File: config.mk
export PLATFORM = sky130hd
export DESIGN_NAME = bseg_rsp_reg
export DESIGN_NICKNAME = d
export VERILOG_FILES = /design/src/rtl/core/bitstream_reader_exp_golomb_defines.svh /design/src/rtl/core/bseg_pkg.sv /design/src/rtl/core/bseg_rsp_reg.sv
export SDC_FILE = /design/constraint.sdc
export NUM_CORES = 1
export LEC_CHECK = 0
export ABC_AREA = 1
export BUFFER_PORTS_ARGS = -buffer_cell sky130_fd_sc_hd__buf_4
export CAP_MARGIN = 20
export CELL_PAD_IN_SITES_DETAIL_PLACEMENT = 0
export CELL_PAD_IN_SITES_GLOBAL_PLACEMENT = 1
export CORE_MARGIN = 2
export CORE_UTILIZATION = 29
export DETAILED_ROUTE_END_ITERATION = 8
export GPL_TIMING_DRIVEN = 1
export PLACE_DENSITY_LB_ADDON = 0.1
export SYNTH_ARGS = -nofsm -noshare
export SYNTH_HDL_FRONTEND = slang
export SYNTH_SLANG_ARGS = --single-unit
File: constraint.sdc
create_clock -name clock -period 7.6 [get_ports clock]
set_input_delay 1.52 -clock clock [delete_from_list [all_inputs] [get_ports clock]]
set_output_delay 1.52 -clock clock [all_outputs]
set_load 0.05 [all_outputs]
File: src/rtl/core/bitstream_reader_exp_golomb_defines.svh
// Assertion macros for the Exp-Golomb bitstream reader.
// Included by the top level; no other dependencies.
`ifndef BITSTREAM_READER_EXP_GOLOMB_DEFINES_SVH
`define BITSTREAM_READER_EXP_GOLOMB_DEFINES_SVH
`ifndef SYNTHESIS
// same-cycle implication
`define BSEG_ASSERT_IMPLY(name, clk, rst, ante, cons) \
   name: assert property (@(posedge clk) disable iff (rst) (ante) |-> (cons)) \
      else $error("bseg: same-cycle check failed");
// next-cycle implication
`define BSEG_ASSERT_NEXT(name, clk, rst, ante, cons) \
   name: assert property (@(posedge clk) disable iff (rst) (ante) |=> (cons)) \
      else $error("bseg: next-cycle check failed");
`else
`define BSEG_ASSERT_IMPLY(name, clk, rst, ante, cons)
`define BSEG_ASSERT_NEXT(name, clk, rst, ante, cons)
`endif
`endif

File: src/rtl/core/bseg_pkg.sv
// Shared types and constants for the Exp-Golomb bitstream reader.
// No dependencies; imported by every module of the block but bseg_ram.
`timescale 1ns / 1ps

package bseg_pkg;

   localparam int BUF_BYTES_DEF = 4096;
   localparam int CFG_W         = 13;
   localparam int POS_W         = 16;
   localparam int KIND_W        = 3;
   localparam int BYTE_W        = 8;
   localparam int CNT_W         = 7;
   localparam int VALUE_W       = 64;
   localparam int GOLOMB_W      = 33;
   localparam int CODE_W        = 32;
   localparam int ZERO_W        = 5;
   localparam int MAX_BITS      = 64;
   localparam int ZERO_LIMIT    = 32;
   localparam int SIZE_CAP      = 8191;
   localparam int REQ_DATA_W    = 16;
   localparam int RSP_DATA_W    = 120;
   localparam int RSP_USER_W    = 1;
   localparam logic [CFG_W-1:0] CFG_RESET = 13'd4096;

   typedef enum logic [KIND_W-1:0] {
      KIND_LOAD    = 3'd0,
      KIND_PEEK    = 3'd1,
      KIND_READ    = 3'd2,
      KIND_UE      = 3'd3,
      KIND_SE      = 3'd4,
      KIND_TE      = 3'd5,
      KIND_RESTART = 3'd6
   } kind_type;

   typedef enum logic [3:0] {
      ST_IDLE,
      ST_START,
      ST_BITS,
      ST_PREFIX,
      ST_SUFCHK,
      ST_SUFFIX,
      ST_POST,
      ST_TEBIT,
      ST_DONE
   } state_type;

   typedef struct packed {
      kind_type           kind;
      logic [BYTE_W-1:0]  byte_value;
      logic [CNT_W-1:0]   bit_count;
   } item_type;

   typedef struct packed {
      logic [VALUE_W-1:0]         value;
      logic signed [GOLOMB_W-1:0] golomb_value;
      logic                       error;
      logic [POS_W-1:0]           bit_position;
   } result_type;

endpackage

File: src/rtl/core/bseg_rsp_reg.sv
// Output register for result items; packs a result onto the stream bus.
// Depends on bseg_pkg.
`timescale 1ns / 1ps

module bseg_rsp_reg (
   input  logic                              clock,
   input  logic                              reset,
   input  logic                              in_valid,
   output logic                              in_ready,
   input  bseg_pkg::result_type              res,
   output logic                              rsp_tvalid,
   input  logic                              rsp_tready,
   output logic [bseg_pkg::RSP_DATA_W-1:0]   rsp_tdata,
   output logic [bseg_pkg::RSP_USER_W-1:0]   rsp_tuser
);
   import bseg_pkg::*;

   localparam int PAD_W = RSP_DATA_W - VALUE_W - GOLOMB_W - POS_W;

   logic       valid_ff, valid_in;
   result_type data_ff, data_in;

   assign in_ready = !valid_ff || rsp_tready;

   always_comb begin
      valid_in = valid_ff;
      data_in  = data_ff;
      if (in_valid && in_ready) begin
         valid_in = 1'b1;
         data_in  = res;
      end else if (rsp_tready) begin
         valid_in = 1'b0;
      end
   end

   always_ff @(posedge clock) begin
      if (reset) begin
         valid_ff <= 1'b0;
      end else begin
         valid_ff <= valid_in;
      end
   end

   always_ff @(posedge clock) begin
      data_ff <= data_in;
   end

   assign rsp_tvalid = valid_ff;
   assign rsp_tdata  = {{PAD_W{1'b0}}, data_ff.bit_position, data_ff.golomb_value,
                        data_ff.value};
   assign rsp_tuser  = data_ff.error;

endmodule

==> run_results.csv <==
group,metric,value,unit
floorplan,rows,40,
clocking,clkTransAtPathRegs,0.06,ns
logic_synthesis,synth.distinct_cells,9,
pwr,power_density,292.1,nW/um2
route,first_pass_iters,4,
job,maxCapViolations,0,
floorplan,die_area,13060,um2
floorplan,start_util,29.49,%
sta,worst_pin_slew,1.077,ns
clocking,clk_root_buffer_cell,"clkbuf_16",
logic_synthesis,synth_seq_cells,115,
sta,setup_viol,0,
finish,nets,498,
logic_synthesis,syn-instance-count,128,
placed_design,io_buffers,233,
run_status,outcome,"finished clean",
global_routing,grt_pass1_vias,2247,
critical_path,cp_max_fo,2,
global_routing,grt_max_degree,84,
critical_path,end_kind,"output port",
route,finalWirelength,8.566,mm
critical_path,critPathKind,"primary input to output port",
critical_path,setup.worst_path.start,"rsp_tready",
sta,rsz0062_at_grt,"no",
finish,syn_to_final_growth,70.63,%
clocking,ctsResizeCount,0,
logic_synthesis,synth_warnings,0,
pwr,power_switching,454.7,uW
critical_path,cp.arrival,1.97,ns
pwr,ir_drop,0.0001599,V
clocking,cts_buffers,17,
route,vias,2175,
floorplan,die_y,114.3,um
placed_design,gp_congestion,0.6957,
logic_synthesis,synth_top_area_cell,"edfxtp_1",
sta,maxSlewHeadroom,28.21,%
critical_path,path_common_cell,"buf_4",
critical_path,startpoint_type,"primary input",
clocking,clk_path_buf_depth,2,
pwr,power.internal,1303,uW
pwr,p_leak,0.002530,uW
sta,timing.hold.ws,0.5497,ns
logic_synthesis,netlist_top_cells_area,"edfxtp_1 (97%), buf_4 (1.5%), dfxtp_1 (0.57%), a21oi_2 (0.25%), nand2_2 (0.18%)",
sta,setup-tns-final,0,ns
sta,skew,0.008766,ns
sta,post-route-min-period,3.488,ns
logic_synthesis,synth-seq-area-share,97.62,%
clocking,post_cts_buffers,0,
finish,drive_gt1_share,68.45,%
global_routing,grt_use_total,13.24,%
min_path,hold_class,"register to register",
floorplan,coreArea,11960,um2
finish,fill_cells,1044,
global_routing,grt_first_pass_wirelength,12.14,mm
logic_synthesis,syn_avg_cell_area,27.56,um2
critical_path,reg2reg_depth,2,
critical_path,slowest_stage,"buf_4",
pwr,p_sw_share,25.87,%
sta,max_freq,286.7,MHz
global_routing,grt_overflow,0,
global_routing,antenna_found_initial,0,
pwr,pwr-share-comb,14.4,%
critical_path,reg2reg_from,"rsp_tvalid",
sta,finalMaxSlewViolations,0,
sta,period_share,45.89,%
floorplan,die_w,114.3,um
logic_synthesis,syn_area,3527,um2
floorplan,io_pins,241,
sta,hold_viol,0,
route,viasPerCell,4.028,
critical_path,r2r_end,"rsp_tdata[41]",
route,wl_per_cell,15.86,um
route,ant_nets,0,
critical_path,worstPathRequired,6.08,ns
pwr,pwr-share-seq,42.9,%
clocking,clk-insertion-delay-late,0.41,ns
pwr,clkPwrFrac,42.7,%
clocking,h-tree-depth,4,
clocking,cts_tree,"built",
route,drt_iter0_markers,126,
critical_path,crit_path_end,"in_ready",
finish,antennaDiodeCount,0,
route,drc,0,
clocking,clkSinkCount,115,
critical_path,r2r_setup_slack,5.00,ns
placed_design,hpwl,6.185,mm
critical_path,slowest_delay,0.19,ns
critical_path,cp_cell_sequence,"buf_4 -> inv_2 -> nand2_2 -> buf_4",
logic_synthesis,synth_top_area_share,97.06,%
clocking,ctsHoldBuffers,0,
worst min path at each step:
| stage | startpoint | to | depth (start not counted) |
|---|---|---|---|
| 6_report | rsp_tvalid | rsp_tvalid | 2 |
| 5_1_grt | rsp_tvalid | rsp_tvalid | 2 |
| 4_1_cts | rsp_tvalid | rsp_tvalid | 2 |
| 3_5_place_dp | rsp_tvalid | rsp_tvalid | 2 |
| 3_3_place_gp | rsp_tvalid | rsp_tvalid | 2 |
| 2_1_floorplan | rsp_tvalid | rsp_tvalid | 2 |
flip-flops by register name (all words and copies together), names as in the netlist:
signal / cells
rsp_tdata: 113
rsp_tuser: 1
rsp_tvalid: 1
per-stage QoR:
stage / area, um2 / util, % / std cells / power [uW] / worst slack [ns]
after floorplan: 3553 / - / 134 / 919.1 / 2.271
after global placement: 5449 / 45.55 / 508 / 1019 / 3.779
after detailed placement: 5449 / 45.55 / 508 / 1022 / 3.721
after CTS: 6018 / 50.31 / 540 / 1782 / 4.111
after global routing: 6018 / 50.31 / 540 / 1822 / 3.969
final: 6018 / 50.31 / 540 / 1758 / 4.112
kinds of logic (layout without fill, tap and decap cells):
logic type             count (synthesis)  after routing  share of synthesized area, %
AO/OA/AOI/OAI                          2              2                        0.3901
buffers and inverters                  9            268                         1.703
flip-flops                           115            115                         97.62
other                                  1              7                        0.1063
AND/OR/NAND/NOR                        1              1                        0.1775
placed cells by master (no fill, tap or decap), drive strengths merged:
master,n
buf,234
dfxtp,1
bufinv,2
a21oi,2
clkbuf,18
conb,7
clkinv,4
clkinvlp,8
nand2,1
edfxtp,114
inv,2
cell usage after synthesis:
cell / count
conb_1: 1
inv_1: 1
nand2_2: 1
edfxtp_1: 114
inv_2: 1
buf_4: 7
dfxtp_1: 1
a21oi_1: 1
a21oi_2: 1
cell type report:
class	instances	area, um2	area share (%)
Multi-Input combinational cell	10	57.56	0.9563
Timing Repair Buffer	234	1757	29.19
Sequential cell	115	3443	57.21
Clock buffer	18	429.2	7.131
Tap cell	147	183.9	3.056
Inverter	2	7.507	0.1247
Clock inverter	14	140.1	2.328
layer usage:
layer | wire (um) | part of all wire (%) | track usage [%]
met1 | 3143 | 37 | 14.01
met2 | 3886 | 45 | 18.89
met3 | 1256 | 15 | 9.052
met4 | 280 | 3.3 | 9.024
met5 | 0 | 0 | 0
worst max-delay path: cells and delay by family:
family	cells	cell delay, ns
buffers and inverters	3	0.38
AND/OR/NAND/NOR	1	0.06
power groups by stage:
| stage | Combinational (uW) | Clock [uW] | Sequential [uW] |
|---|---|---|---|
| 2_1_floorplan | 23.2 | 0 | 896 |
| 3_3_place_gp | 254 | 0 | 765 |
| 3_5_place_dp | 255 | 0 | 766 |
| 4_1_cts | 255 | 773 | 754 |
| 5_1_grt | 263 | 802 | 757 |
| 6_report | 253 | 751 | 754 |
Power figures use the tool's default switching activity.
